--- src/design/nrle_pkg.sv ---
// ----------------------------------------------------------------------------
// nrle_pkg
// Types and constants shared by the nullable column run-length encoder.
// ----------------------------------------------------------------------------
package nrle_pkg;

    localparam logic [7:0]  RUN_TAG_NULL  = 8'h00;
    localparam logic [7:0]  RUN_TAG_VALUE = 8'h01;
    localparam logic [31:0] COUNT_MAX     = 32'hFFFF_FFFF;

    // Bytes in one serialized run: tag + count, or tag + value + count
    localparam int NULL_RUN_BYTES  = 5;
    localparam int VALUE_RUN_BYTES = 13;
    localparam int BYTE_IDX_W      = $clog2(VALUE_RUN_BYTES);
    localparam int RUN_VEC_W       = 8 * VALUE_RUN_BYTES;

    localparam int QUEUE_DEPTH = 4;
    localparam int QUEUE_PTR_W = $clog2(QUEUE_DEPTH);

    typedef struct packed {
        logic signed [63:0] row_value;
        logic               row_valid;
        logic               final_row;
    } row_t;

    typedef struct packed {
        logic [7:0] out_byte;
        logic       last_of_item;
        logic       end_of_stream;
    } byte_t;

    // One closed run waiting to be serialized
    typedef struct packed {
        logic        is_value;
        logic [63:0] value;
        logic [31:0] length;
        logic        last_of_item;
        logic        end_of_stream;
    } run_desc_t;

endpackage

--- src/design/nrle_front.sv ---
// ----------------------------------------------------------------------------
// nrle_front
// Keeps the open run, classifies each row and queues closed runs.
// ----------------------------------------------------------------------------
module nrle_front
(
    input  logic               clk,
    input  logic               rst_n,
    input  logic               push,
    output logic               full,
    input  nrle_pkg::row_t     row,
    output logic               q_push,
    output nrle_pkg::run_desc_t q_data,
    input  logic               q_full
);
    import nrle_pkg::*;

    logic        run_open_reg,     run_open_next;
    logic        run_is_value_reg, run_is_value_next;
    logic [63:0] run_value_reg,    run_value_next;
    logic [31:0] run_length_reg,   run_length_next;
    logic        flush_pending_reg, flush_pending_next;

    logic        accept;
    logic        same;
    logic        extend;
    logic        new_is_value;
    logic [63:0] new_value;
    logic [31:0] new_length;

    assign full   = q_full || flush_pending_reg;
    assign accept = push && !full;

    assign same   = run_open_reg && (run_is_value_reg == row.row_valid) &&
                    (!row.row_valid || (run_value_reg == row.row_value));
    assign extend = same && (run_length_reg != COUNT_MAX);

    always_comb
    begin
        if (extend)
        begin
            new_is_value = run_is_value_reg;
            new_value    = run_value_reg;
            new_length   = run_length_reg + 32'd1;
        end
        else
        begin
            new_is_value = row.row_valid;
            new_value    = row.row_valid ? row.row_value : 64'd0;
            new_length   = 32'd1;
        end
    end

    always_comb
    begin
        run_open_next      = run_open_reg;
        run_is_value_next  = run_is_value_reg;
        run_value_next     = run_value_reg;
        run_length_next    = run_length_reg;
        flush_pending_next = flush_pending_reg;
        q_push             = 1'b0;
        q_data             = '0;

        if (flush_pending_reg)
        begin
            // second run of a final row that also closed a run
            if (!q_full)
            begin
                q_push             = 1'b1;
                q_data             = '{run_is_value_reg, run_value_reg,
                                       run_length_reg, 1'b1, 1'b1};
                run_open_next      = 1'b0;
                run_is_value_next  = 1'b0;
                run_value_next     = 64'd0;
                run_length_next    = 32'd0;
                flush_pending_next = 1'b0;
            end
        end
        else if (accept)
        begin
            if (run_open_reg && !extend)
            begin
                q_push             = 1'b1;
                q_data             = '{run_is_value_reg, run_value_reg, run_length_reg,
                                       !row.final_row, 1'b0};
                run_open_next      = 1'b1;
                run_is_value_next  = new_is_value;
                run_value_next     = new_value;
                run_length_next    = new_length;
                flush_pending_next = row.final_row;
            end
            else if (row.final_row)
            begin
                q_push            = 1'b1;
                q_data            = '{new_is_value, new_value, new_length, 1'b1, 1'b1};
                run_open_next     = 1'b0;
                run_is_value_next = 1'b0;
                run_value_next    = 64'd0;
                run_length_next   = 32'd0;
            end
            else
            begin
                run_open_next     = 1'b1;
                run_is_value_next = new_is_value;
                run_value_next    = new_value;
                run_length_next   = new_length;
            end
        end
    end

    always_ff @(posedge clk or negedge rst_n)
    begin
        if (!rst_n)
        begin
            run_open_reg      <= 1'b0;
            run_is_value_reg  <= 1'b0;
            run_value_reg     <= 64'd0;
            run_length_reg    <= 32'd0;
            flush_pending_reg <= 1'b0;
        end
        else
        begin
            run_open_reg      <= run_open_next;
            run_is_value_reg  <= run_is_value_next;
            run_value_reg     <= run_value_next;
            run_length_reg    <= run_length_next;
            flush_pending_reg <= flush_pending_next;
        end
    end

endmodule

--- src/design/nrle_queue.sv ---
// ----------------------------------------------------------------------------
// nrle_queue
// Small FIFO of closed runs between the front and the serializer.
// ----------------------------------------------------------------------------
module nrle_queue
(
    input  logic                clk,
    input  logic                rst_n,
    input  logic                push,
    input  nrle_pkg::run_desc_t data_in,
    output logic                full,
    input  logic                pop,
    output nrle_pkg::run_desc_t data_out,
    output logic                empty
);
    import nrle_pkg::*;

    run_desc_t              entry_reg [QUEUE_DEPTH];
    logic [QUEUE_PTR_W-1:0] wr_ptr_reg, wr_ptr_next;
    logic [QUEUE_PTR_W-1:0] rd_ptr_reg, rd_ptr_next;
    logic [QUEUE_PTR_W:0]   count_reg,  count_next;
    logic                   do_push;
    logic                   do_pop;

    assign full     = (count_reg == (QUEUE_PTR_W + 1)'(QUEUE_DEPTH));
    assign empty    = (count_reg == '0);
    assign do_push  = push && !full;
    assign do_pop   = pop && !empty;
    assign data_out = entry_reg[rd_ptr_reg];

    always_comb
    begin
        wr_ptr_next = do_push ? wr_ptr_reg + 1'b1 : wr_ptr_reg;
        rd_ptr_next = do_pop  ? rd_ptr_reg + 1'b1 : rd_ptr_reg;
        count_next  = count_reg;
        if (do_push && !do_pop)
            count_next = count_reg + 1'b1;
        else if (do_pop && !do_push)
            count_next = count_reg - 1'b1;
    end

    always_ff @(posedge clk)
    begin
        if (do_push)
            entry_reg[wr_ptr_reg] <= data_in;
    end

    always_ff @(posedge clk or negedge rst_n)
    begin
        if (!rst_n)
        begin
            wr_ptr_reg <= '0;
            rd_ptr_reg <= '0;
            count_reg  <= '0;
        end
        else
        begin
            wr_ptr_reg <= wr_ptr_next;
            rd_ptr_reg <= rd_ptr_next;
            count_reg  <= count_next;
        end
    end

endmodule

--- src/design/nrle_serializer.sv ---
// ----------------------------------------------------------------------------
// nrle_serializer
// Turns queued runs into little-endian bytes, one per cycle, into an
// output register while that register is empty or being popped.
// ----------------------------------------------------------------------------
module nrle_serializer
(
    input  logic                clk,
    input  logic                rst_n,
    input  nrle_pkg::run_desc_t q_data,
    input  logic                q_empty,
    output logic                q_pop,
    output logic                empty,
    input  logic                pop,
    output nrle_pkg::byte_t     result
);
    import nrle_pkg::*;

    logic [BYTE_IDX_W-1:0] idx_reg, idx_next;
    logic                  out_valid_reg, out_valid_next;
    byte_t                 out_reg;

    logic                  advance;
    logic                  last_byte;
    logic [RUN_VEC_W-1:0]  run_vec;
    logic [7:0]            cur_byte;

    always_comb
    begin
        if (q_data.is_value)
            run_vec = {q_data.length, q_data.value, RUN_TAG_VALUE};
        else
            run_vec = {(RUN_VEC_W - 40)'(0), q_data.length, RUN_TAG_NULL};
    end

    assign cur_byte  = run_vec[{idx_reg, 3'b000} +: 8];
    assign last_byte = q_data.is_value ?
                       (idx_reg == BYTE_IDX_W'(VALUE_RUN_BYTES - 1)) :
                       (idx_reg == BYTE_IDX_W'(NULL_RUN_BYTES - 1));
    assign advance   = !q_empty && (!out_valid_reg || pop);
    assign q_pop     = advance && last_byte;
    assign empty     = !out_valid_reg;
    assign result    = out_reg;

    always_comb
    begin
        idx_next       = idx_reg;
        out_valid_next = out_valid_reg;
        if (advance)
        begin
            idx_next       = last_byte ? '0 : idx_reg + 1'b1;
            out_valid_next = 1'b1;
        end
        else if (pop)
            out_valid_next = 1'b0;
    end

    always_ff @(posedge clk)
    begin
        if (advance)
        begin
            out_reg.out_byte      <= cur_byte;
            out_reg.last_of_item  <= last_byte && q_data.last_of_item;
            out_reg.end_of_stream <= last_byte && q_data.end_of_stream;
        end
    end

    always_ff @(posedge clk or negedge rst_n)
    begin
        if (!rst_n)
        begin
            idx_reg       <= '0;
            out_valid_reg <= 1'b0;
        end
        else
        begin
            idx_reg       <= idx_next;
            out_valid_reg <= out_valid_next;
        end
    end

endmodule

--- src/design/nullable_column_rle_encoder.sv ---
// ----------------------------------------------------------------------------
// nullable_column_rle_encoder
// Run-length encoder for a nullable column of signed 64-bit values.
// ----------------------------------------------------------------------------
// Rows go in through a queue-like port (push/full) and encoded bytes come out
// through another (empty/pop), one byte per cycle from a registered output
// while pop keeps it drained. A row that only extends or opens a run makes no
// bytes. A closed null run makes 5 output bytes and a closed value run 13;
// the byte serializer is the limit, so a stream where every row closes a
// value run is held back by it. A final row that also closes a run queues
// two runs (up to 26 bytes) and holds full until the second run is queued.
// A four-entry run queue sits between the row classifier and the serializer
// so rows keep flowing while bytes drain.
// ----------------------------------------------------------------------------
module nullable_column_rle_encoder
(
    input  logic            clk,
    input  logic            rst_n,
    input  logic            push,
    output logic            full,
    input  nrle_pkg::row_t  row,
    output logic            empty,
    input  logic            pop,
    output nrle_pkg::byte_t result
);
    import nrle_pkg::*;

    logic      q_push;
    logic      q_full;
    logic      q_pop;
    logic      q_empty;
    run_desc_t q_wr_data;
    run_desc_t q_rd_data;

    nrle_front u_front
    (
        .clk    (clk),
        .rst_n  (rst_n),
        .push   (push),
        .full   (full),
        .row    (row),
        .q_push (q_push),
        .q_data (q_wr_data),
        .q_full (q_full)
    );

    nrle_queue u_queue
    (
        .clk      (clk),
        .rst_n    (rst_n),
        .push     (q_push),
        .data_in  (q_wr_data),
        .full     (q_full),
        .pop      (q_pop),
        .data_out (q_rd_data),
        .empty    (q_empty)
    );

    nrle_serializer u_serializer
    (
        .clk     (clk),
        .rst_n   (rst_n),
        .q_data  (q_rd_data),
        .q_empty (q_empty),
        .q_pop   (q_pop),
        .empty   (empty),
        .pop     (pop),
        .result  (result)
    );

endmodule
--- config.mk ---
export PLATFORM = sky130hd
export DESIGN_NAME = nullable_column_rle_encoder
export DESIGN_NICKNAME = d
export VERILOG_FILES = /design/src/design/nrle_pkg.sv /design/src/design/nrle_front.sv /design/src/design/nrle_queue.sv /design/src/design/nrle_serializer.sv /design/src/design/nullable_column_rle_encoder.sv
export SDC_FILE = /design/constraint.sdc
export NUM_CORES = 1
export LEC_CHECK = 0
export ABC_CLOCK_PERIOD_IN_PS = 5400
export CELL_PAD_IN_SITES_DETAIL_PLACEMENT = 0
export CELL_PAD_IN_SITES_GLOBAL_PLACEMENT = 2
export CORE_AREA = 5 5 269 271
export CTS_CLUSTER_DIAMETER = 200
export DETAILED_ROUTE_END_ITERATION = 8
export DIE_AREA = 0 0 274 276
export DONT_BUFFER_PORTS = 1
export HOLD_SLACK_MARGIN = 0.15
export PLACE_DENSITY = 0.73
export SLEW_MARGIN = 20
export SYNTH_ARGS = -nofsm -noshare
export SYNTH_HDL_FRONTEND = slang
export SYNTH_SLANG_ARGS = --single-unit
--- constraint.sdc ---
create_clock -name clk -period 5.4 [get_ports clk]
set_clock_uncertainty 0.05 [all_clocks]
set_input_delay 0.54 -clock clk [delete_from_list [all_inputs] [get_ports clk]]
set_output_delay 0.54 -clock clk [all_outputs]
set_load 0.01 [all_outputs]
==> results of run 1 <==
[power by group through the flow]
| stage | Clock, uW | Sequential, uW | Combinational [uW] |
|---|---|---|---|
| 3_3_place_gp | 0 | 5700 | 4070 |
| 6_report | 3870 | 5670 | 4090 |
| 2_1_floorplan | 0 | 5600 | 2840 |
| 4_1_cts | 3950 | 5660 | 4170 |
| 5_1_grt | 4100 | 5740 | 4430 |
| 3_5_place_dp | 0 | 5740 | 4080 |
[routing by layer]
layer  global-route usage [%]  vias up  share of wire (%)
met1                    23.65     7436                 44
met5                        0        -              0.012
met4                    4.657        2                2.5
met2                    27.51      454                 49
li1                         -     6449                  -
met3                    2.341       84                5.0
[through the flow]
step | total power [uW] | area, um^2 | hold slack (ns)
6_report | 13630 | 26840 | 0.2365
5_1_grt | 14270 | 26840 | 0.2434
4_1_cts | 13780 | 26840 | 0.2006
3_5_place_dp | 9824 | 24260 | 0.2125
3_3_place_gp | 9772 | 24260 | 0.2120
2_1_floorplan | 8439 | 23350 | 0.1944
[final timing paths]
check / from / end
max in group asynchronous: rst_n / u_front.run_value_reg[63]
worst max-delay path: u_front.run_length_reg[0] / u_queue.entry_reg[2][97]
worst max register to register: u_front.run_length_reg[0] / u_queue.entry_reg[2][97]
worst min register to register: u_queue.count_reg[2] / u_queue.count_reg[2]
min in group asynchronous: rst_n / u_serializer.out_valid_reg
worst min-delay path: row[13] / u_queue.entry_reg[2][45]
[cell usage in the layout (no fill, tap or decap), types with 59 or more instances in the layout]
master           n
a22o_1          70
edfxtp_1       406
a22oi_1         66
dfrtp_1        109
a21oi_1         64
a31oi_1         59
nand2_1        205
xnor2_1         62
o21ai_0        109
mux4_2         100
dlygate4sd3_1   68
[worst max-delay path, cell delays in order (launching register included)]
cell and delay [ns]:
dfrtp_1 0.46, ha_1 0.28, and3_1 0.30, nand3_2 0.16, nor4_4 0.52, or3_1 0.21, o21a_4 0.18, nand2_1 0.16
ha_1 0.25, inv_1 0.06, a21oi_1 0.06, nor2_1 0.41, and2_4 0.86, buf_12 0.38
[logic make-up (layout without fill, tap and decap cells)]
family | count (synthesis) | in the layout | share of synthesized area, %
AO/OA/AOI/OAI | 407 | 407 | 11.57
XOR/XNOR | 72 | 72 | 2.701
adder cells (fa/ha/maj) | 12 | 12 | 0.6751
buffers and inverters | 133 | 214 | 2.776
flip-flops | 517 | 517 | 64.11
multiplexers | 123 | 123 | 10.67
other | 0 | 1 | 0
AND/OR/NAND/NOR | 367 | 367 | 7.496
[layout make-up]
cell class / count / share of cell area [%]
Antenna cell: 1 / 0.009324
Clock buffer: 77 / 5.744
Clock inverter: 25 / 1.221
Inverter: 14 / 0.1958
Multi-Input combinational cell: 981 / 28.96
Sequential cell: 517 / 55.80
Tap cell: 940 / 4.382
Timing Repair Buffer: 98 / 3.683
[timing repair]
item                                    in CTS  in global routing
endpoints found under the setup margin       0                  0
hold endpoints to repair                   179                  0
buffers inserted                             0                  0
hold buffers                                69                  0
==> impl_metrics.json, run 1 <==
{
  "synth-main-ff-cell": "edfxtp_1",
  "hpwl_um": 39840,
  "place.gp.congestion": 0.7634,
  "sw_frac_of_total_pct": 33.43,
  "clkPwrFrac_pct": 28.4,
  "setup.worst_path.end_class": "flip-flop",
  "die_area_mm2": 0.07562,
  "grt_pass1_wl_um": 97470,
  "start_util_pct": 33.58,
  "drv_slew": 0,
  "wire_per_inst_um": 24.35,
  "power_frac_seq_pct": 41.6,
  "syn_area_per_cell_um2": 14.32,
  "fill_cells": 6471,
  "startpoint_type": "flip-flop",
  "syn_inst": 1631,
  "path_class": "flip-flop to flip-flop",
  "ys_seq_area_share_pct": 64.11,
  "numPortBuffers": 0,
  "drc_errors": 0,
  "postSynth.asyncResetShare_pct": 21.47,
  "cts_tree": "yes",
  "finalWirelength_um": 64600,
  "rsz0062_at_grt": "false",
  "avgViaCountPerCell": 5.437,
  "reg2reg_depth": 13,
  "worstSkewPairLatency_ns": 0.61,
  "largest_reg_flops": 396,
  "root_buffer": "clkbuf_16",
  "ant_nets": 0,
  "grt_max_degree": 112,
  "clk_pin_slew_worst_paths_ns": 0.06,
  "regArea_mm2": 0.01498,
  "synth.most_common_cell": "edfxtp_1",
  "layout.cells.non_filler": 2653,
  "cellPowerDensity_mw_per_mm2": 508.0,
  "cts_resized": 0,
  "num_vias": 14430,
  "synth_edf_count": 406,
  "holdPathStages": 2,
  "setup_viol": 0,
  "required_ns": 5.60,
  "utilization_pct": 38.59,
  "drt_iter0_markers": 1474,
  "clock.fmax_ghz": 0.2098,
  "yosys.area.top_type": "edfxtp_1",
  "grt_remaining_overflow": 0,
  "critical_path_arrival_ns": 4.97,
  "ff2ff_setup_slack_ns": 0.63,
  "fp.dieH_um": 276,
  "dp_cells": 2481,
  "synth_top_area_share_pct": 52.21,
  "rows": 97,
  "drive_gt1_share_pct": 14.37,
  "hold_violations": 0,
  "min_period_ns": 4.766,
  "dp_worst_setup_slack_ns": 0.6535,
  "core_area_mm2": 0.06954,
  "ios": 82,
  "timing.final.ws_setup_ns": 0.6344,
  "multi_input_area_mm2": 0.007772,
  "grt_use_total_pct": 16.83,
  "die_x_um": 274,
  "fin_nets": 1749,
  "synth_area_leaders": "edfxtp_1 52%, dfrtp_1 12%, mux4_2 9.6%",
  "leakage_uw": 0.009183,
  "antenna_found_initial": 3,
  "ir_worst_vdd_v": 0.0003912,
  "hold_path.class": "primary input to flip-flop",
  "syn_nets": 1713,
  "synthTopCellsByCount": "406 x edfxtp_1, 205 x nand2_1, 111 x dfrtp_1",
  "p_sw_uw": 4557,
  "ys_ff_latch": 517,
  "cts.sinks": 517,
  "area_delta_synth_final_pct": 14.93,
  "numCtsBuffers": 55,
  "cp_max_fo": 55,
  "drtPass1Iterations": 6,
  "h-tree-depth": 2,
  "netlist_area_mm2": 0.02335,
  "cap_violations": 0,
  "yosysWarnings": 0,
  "slew_headroom_pct": 29.53,
  "p_comb_share_pct": 30.0,
  "ys_types": 63,
  "first_global_vias": 14490,
  "clk_path_buf_depth": 3,
  "final.period_utilization_pct": 88.25,
  "worst_slew_pin_slew_ns": 1.046,
  "intPower_uw": 9076,
  "status": "finished, final reports clean",
  "finalSetupTns_ns": 0
}
Note: power is estimated with default switching activity, not from simulation.
==> run 2, diff against run 1 <==
Settings changed: CORE_AREA 5 5 269 271 to 5 5 285 287, DIE_AREA 0 0 274 276 to 0 0 290 292, PLACE_DENSITY 0.73 to 0.67.
==> run 2 against run 1 <==
Net effect:
- register-to-register slack improved by 0.02 ns
- die area increased by 12%
- hold slack got worse by 0.051 ns
- global-route usage decreased by 1.4 points
- maximum frequency increased by 0.46%
- final cell count increased by 4.0%
- critical endpoint is now u_queue.entry_reg[2][9]
- largest cell class unchanged
==> impl_metrics.json, run 2 (same netlist as run 1, synthesis figures left out) <==
{
  "status": "finished, final reports clean",
  "area_delta_synth_final_pct": 15.52,
  "rows": 103,
  "die_x_um": 290,
  "cellPowerDensity_mw_per_mm2": 508.8,
  "hpwl_um": 42430,
  "ios": 82,
  "layout.cells.non_filler": 2758,
  "numPortBuffers": 0,
  "rsz0062_at_grt": "false",
  "layout_common_cells": "406 x edfxtp_1, 205 x nand2_1, 109 x o21ai_0, 109 x dfrtp_1, 100 x mux4_2",
  "hold_path.class": "primary input to flip-flop",
  "leakage_uw": 0.009178,
  "cp_max_fo": 53,
  "p_sw_uw": 4701,
  "h-tree-depth": 2,
  "power_frac_seq_pct": 41.3,
  "hold_violations": 0,
  "drtPass1Iterations": 5,
  "num_vias": 14620,
  "grt_max_degree": 112,
  "setup_viol": 0,
  "fp.dieH_um": 292,
  "slew_headroom_pct": 21.60,
  "die_area_mm2": 0.08468,
  "max_stage_delay_ns": 0.78,
  "required_ns": 5.60,
  "critical_path_arrival_ns": 4.94,
  "final.period_utilization_pct": 87.84,
  "finalSetupTns_ns": 0,
  "ff2ff_setup_slack_ns": 0.66,
  "antenna_found_initial": 4,
  "cts.sinks": 517,
  "grt_remaining_overflow": 0,
  "setup.worst_path.end_class": "flip-flop",
  "finalWirelength_um": 67600,
  "drv_slew": 0,
  "core_area_mm2": 0.07836,
  "numCtsBuffers": 56,
  "intPower_uw": 9025,
  "clk_pin_slew_worst_paths_ns": 0.06,
  "p_comb_share_pct": 30.2,
  "first_global_vias": 14340,
  "cap_violations": 0,
  "path_common_cell": "ha_1",
  "worstSkewPairLatency_ns": 0.63,
  "root_buffer": "clkbuf_16",
  "start_util_pct": 29.80,
  "clk_path_buf_depth": 3,
  "worst_slew_pin_slew_ns": 1.164,
  "min_period_ns": 4.744,
  "place.gp.congestion": 0.7802,
  "clock.fmax_ghz": 0.2108,
  "drive_gt1_share_pct": 14.70,
  "layout_commonest_cell": "edfxtp_1",
  "path_cells": "ha_1 -> and3_1 -> nand3_2 -> nor4_4 -> or3_1 -> o21a_4 -> nand2_1 -> ha_1 -> inv_1 -> a21oi_1 -> nor2_1 -> and2_4 -> buf_12",
  "slowest_stage": "and2_4",
  "ir_worst_vdd_v": 0.0002915,
  "path_class": "flip-flop to flip-flop",
  "grt_pass1_wl_um": 99640,
  "ant_nets": 0,
  "clkPwrFrac_pct": 28.5,
  "grt_use_total_pct": 15.44,
  "wire_per_inst_um": 24.51,
  "sw_frac_of_total_pct": 34.25,
  "largest_reg_flops": 396,
  "startpoint_type": "flip-flop",
  "drt_iter0_markers": 1507,
  "avgViaCountPerCell": 5.299,
  "drc_errors": 0,
  "cts_tree": "yes",
  "dp_cells": 2586,
  "fin_nets": 1744,
  "antenna_cells": 0
}
## run 2: through the flow
stage	hold slack [ns]	setup slack, ns	instance area [um^2]	total power (uW)	utilization [%]
2_1_floorplan	0.1944	0.09326	23350	8439	-
3_3_place_gp	0.2138	0.7564	24400	9845	31.14
3_5_place_dp	0.2130	0.6283	24400	9882	31.14
4_1_cts	0.1515	0.6163	26980	13900	34.43
5_1_grt	0.2043	0.2753	26980	14400	34.43
6_report	0.1859	0.6564	26980	13730	34.43
## run 2: worst paths after layout
| path | end | from | cells after the start |
|---|---|---|---|
| worst max register to register | u_queue.entry_reg[2][9] | u_front.run_length_reg[0] | 13 |
| worst min register to register | u_queue.count_reg[2] | u_queue.count_reg[2] | 1 |
| min in group asynchronous | u_front.run_length_reg[30] | rst_n | 2 |
| worst max-delay path | u_queue.entry_reg[2][9] | u_front.run_length_reg[0] | 13 |
| worst min-delay path | u_front.run_length_reg[0] | row[0] | 3 |
| max in group asynchronous | u_front.run_value_reg[62] | rst_n | 2 |
## run 2: critical path, delay by kind of cell, from the launching register on
kind | cells | cell delay [ns]
simple gates | 7 | 2.57
fa+ha+maj | 2 | 0.53
flops | 1 | 0.48
buf+inv | 2 | 0.45
compound gates | 2 | 0.23
## run 2: final cells by class
class / count / area [um^2]
Sequential cell: 517 / 14980
Multi-Input combinational cell: 981 / 7772
Fill cell: 7662 / 51380
Tap cell: 1050 / 1314
Clock buffer: 71 / 1508
Clock inverter: 33 / 374.1
Timing Repair Buffer: 92 / 978.4
Inverter: 14 / 52.55
## run 2: repair_timing
| action | CTS | global route |
|---|---|---|
| gates resized for setup | 0 | 0 |
| hold endpoints to repair | 177 | 0 |
| hold buffers | 68 | 0 |
| setup endpoints to repair | 0 | 0 |
| buffers inserted | 0 | 0 |
## run 2: metal layers
layer,vias up,global-route usage [%],share of wire [%],wire length (um)
met3,93,2.784,5.8,3911
li1,6473,-,-,-
met1,7589,22.19,45,30230
met4,0,4.091,2.5,1674
met5,-,0,0,0
met2,460,24.33,47,31780
## run 2: power groups by stage
| stage | Clock (uW) | Sequential (uW) | Combinational [uW] |
|---|---|---|---|
| 6_report | 3920 | 5670 | 4140 |
| 5_1_grt | 4170 | 5750 | 4490 |
| 4_1_cts | 4020 | 5670 | 4220 |
| 3_5_place_dp | 0 | 5750 | 4140 |
| 3_3_place_gp | 0 | 5710 | 4130 |
| 2_1_floorplan | 0 | 5600 | 2840 |
==> run 3, diff against run 2 <==
Settings changed: HOLD_SLACK_MARGIN 0.15 to not set, PLACE_DENSITY 0.67 to 0.55.
==> run 3 against run 2 <==
Net effect:
- die area stayed put
- sequential share of layout area is 0.45 points lower
- first-iteration DRC count shrank 28%
- sequential cell count is the same
- final area up 0.82%
- clock power increased by 3%
- via count is 1.0% lower
- setup slack better by 0.079 ns
- register-to-register slack gained 0.08 ns
- total power up 1.9%
- sequential power barely moved
- global-route usage is 1.2 points higher
==> impl_metrics.json, run 3 (same netlist as run 1, synthesis figures left out) <==
{
  "path_common_cell": "ha_1",
  "required_ns": 5.60,
  "setup_viol": 0,
  "ff2ff_setup_slack_ns": 0.74,
  "leakage_uw": 0.009290,
  "first_global_vias": 14410,
  "cp_max_fo": 37,
  "ir_worst_vdd_v": 0.0002921,
  "setup.worst_path.end_class": "flip-flop",
  "area_delta_synth_final_pct": 16.47,
  "worst_slew_pin_slew_ns": 1.266,
  "numPortBuffers": 0,
  "post_dp_cell_area_mm2": 0.02453,
  "hpwl_um": 45520,
  "utilization_pct": 34.71,
  "num_vias": 14470,
  "grt_use_total_pct": 16.59,
  "die_x_um": 290,
  "h-tree-depth": 2,
  "rsz0062_at_grt": "false",
  "largest_reg_flops": 396,
  "layout_commonest_cell": "edfxtp_1",
  "cts_tree": "yes",
  "timing.rr.start": "u_front.run_length_reg[0]",
  "cts.sinks": 517,
  "status": "finished, final reports clean",
  "grt_max_degree": 112,
  "min-delay-start": "push",
  "critical_path_arrival_ns": 4.87,
  "r2r-end": "u_queue.entry_reg[1][49]",
  "slowest_stage": "and2_4",
  "wire_per_inst_um": 26.00,
  "reg2reg_depth": 13,
  "die_area_mm2": 0.08468,
  "finalWirelength_um": 72240,
  "core_area_mm2": 0.07836,
  "drc_errors": 0,
  "grt_pass1_wl_um": 105000,
  "max_stage_delay_ns": 0.63,
  "finalSetupTns_ns": 0,
  "clk_path_buf_depth": 3,
  "final.period_utilization_pct": 86.39,
  "hold_path.class": "primary input to flip-flop",
  "min_period_ns": 4.665,
  "place.gp.congestion": 0.7495,
  "holdPathStages": 2,
  "antenna_found_initial": 3,
  "fin_nets": 1758,
  "grt_remaining_overflow": 0,
  "avgViaCountPerCell": 5.205,
  "path_class": "flip-flop to flip-flop",
  "fill_cells": 7713,
  "fp.dieH_um": 292,
  "path_cells": "ha_1 -> and3_1 -> nand3_2 -> nor4_4 -> or3_1 -> o21a_4 -> nand2_1 -> ha_1 -> inv_1 -> a21oi_1 -> nor2_1 -> and2_4 -> buf_4",
  "numCtsBuffers": 58,
  "layout_common_cells": "406 x edfxtp_1, 205 x nand2_1, 109 x o21ai_0, 109 x dfrtp_1, 100 x mux4_2",
  "drv_slew": 0,
  "root_buffer": "clkbuf_16",
  "drive_gt1_share_pct": 15.53,
  "cp-startpoint": "u_front.run_length_reg[0]",
  "ios": 82,
  "rows": 103,
  "startpoint_type": "flip-flop",
  "cp_num_buf_inv": 2,
  "drtPass1Iterations": 5,
  "drt_iter0_markers": 1088,
  "cpLargestDelayFamily": "simple AND/OR/NAND/NOR gates",
  "ant_nets": 0,
  "cap_violations": 0,
  "finalInstanceArea_mm2": 0.02720,
  "worstSkewPairLatency_ns": 0.62,
  "clk_pin_slew_worst_paths_ns": 0.06,
  "hold_violations": 0,
  "slew_headroom_pct": 14.69,
  "whs_endpoint": "u_front.flush_pending_reg",
  "start_util_pct": 29.80,
  "cellPowerDensity_mw_per_mm2": 514.4,
  "clock.fmax_ghz": 0.2144
}
==> run 3: changes by cell type in the layout (fill, tap and decap cells not counted), sizes merged <==
| cell | previous run | this run |
|---|---|---|
| clkinv | 19 | 27 |
| clkinvlp | 4 | 6 |
| inv | 18 | 14 |
| dlygate4sd3 | 67 | 66 |
| clkbuf | 71 | 70 |
| buf | 25 | 38 |
| bufinv | 6 | 7 |
| diode | 0 | 3 |
==> run 3: what timing repair did <==
item / 4_1_cts / 5_1_grt
hold endpoints to repair: 176 / 0
gates resized for setup: 0 / 0
setup buffers: 0 / 0
hold buffers: 67 / 0
==> run 3: how the worst max path moves through the flow <==
stage | depth (start not counted) | endpoint | slack, ns
global route | 13 | u_queue.entry_reg[1][35] | 0.37
finish | 13 | u_queue.entry_reg[1][49] | 0.74
detailed placement | 13 | u_queue.entry_reg[1][74] | 0.70
floorplan | 13 | u_queue.entry_reg[0][0] | 0.09
global placement | 13 | u_queue.entry_reg[1][74] | 0.72
CTS | 13 | u_queue.entry_reg[1][62] | 0.66
==> run 3: final cells by class <==
type,instances,area (um^2),share of cell area [%]
clock inverter,40,411.6,1.514
sequential,517,14980,55.07
clock buffer,70,1558,5.728
tap,1050,1314,4.831
antenna,3,7.507,0.02760
timing repair buffer,104,1104,4.058
multi-input combinational,981,7772,28.58
inverter,14,52.55,0.1932
==> run 3: report_power, final <==
part / total, uW / switching [uW] / leakage, uW / internal [uW]
Clock: 4030 / 1640 / 0.000953 / 2390
Sequential: 5650 / 432 / 0.00547 / 5210
Combinational: 4310 / 2730 / 0.00287 / 1590
Total: 14000 / 4800 / 0.00929 / 9190
==> run 3: stage by stage <==
stage,worst slack (ns),hold WS [ns],power (uW),std cells
2_1_floorplan,0.09326,0.1944,8439,1631
3_3_place_gp,0.7207,0.2093,10050,2599
3_5_place_dp,0.6975,0.2081,10070,2599
4_1_cts,0.6579,0.02034,14220,2776
5_1_grt,0.3705,0.05138,14710,2776
6_report,0.7351,0.06478,13990,2779
==> run 3: routing by layer <==
| layer | part of all wire (%) | global-route usage, % | vias to the layer above |
|---|---|---|---|
| met4 | 1.4 | 2.925 | 0 |
| li1 | - | - | 6499 |
| met5 | 0 | 0 | - |
| met3 | 4.8 | 2.959 | 66 |
| met1 | 45 | 23.53 | 7568 |
| met2 | 49 | 27.26 | 332 |
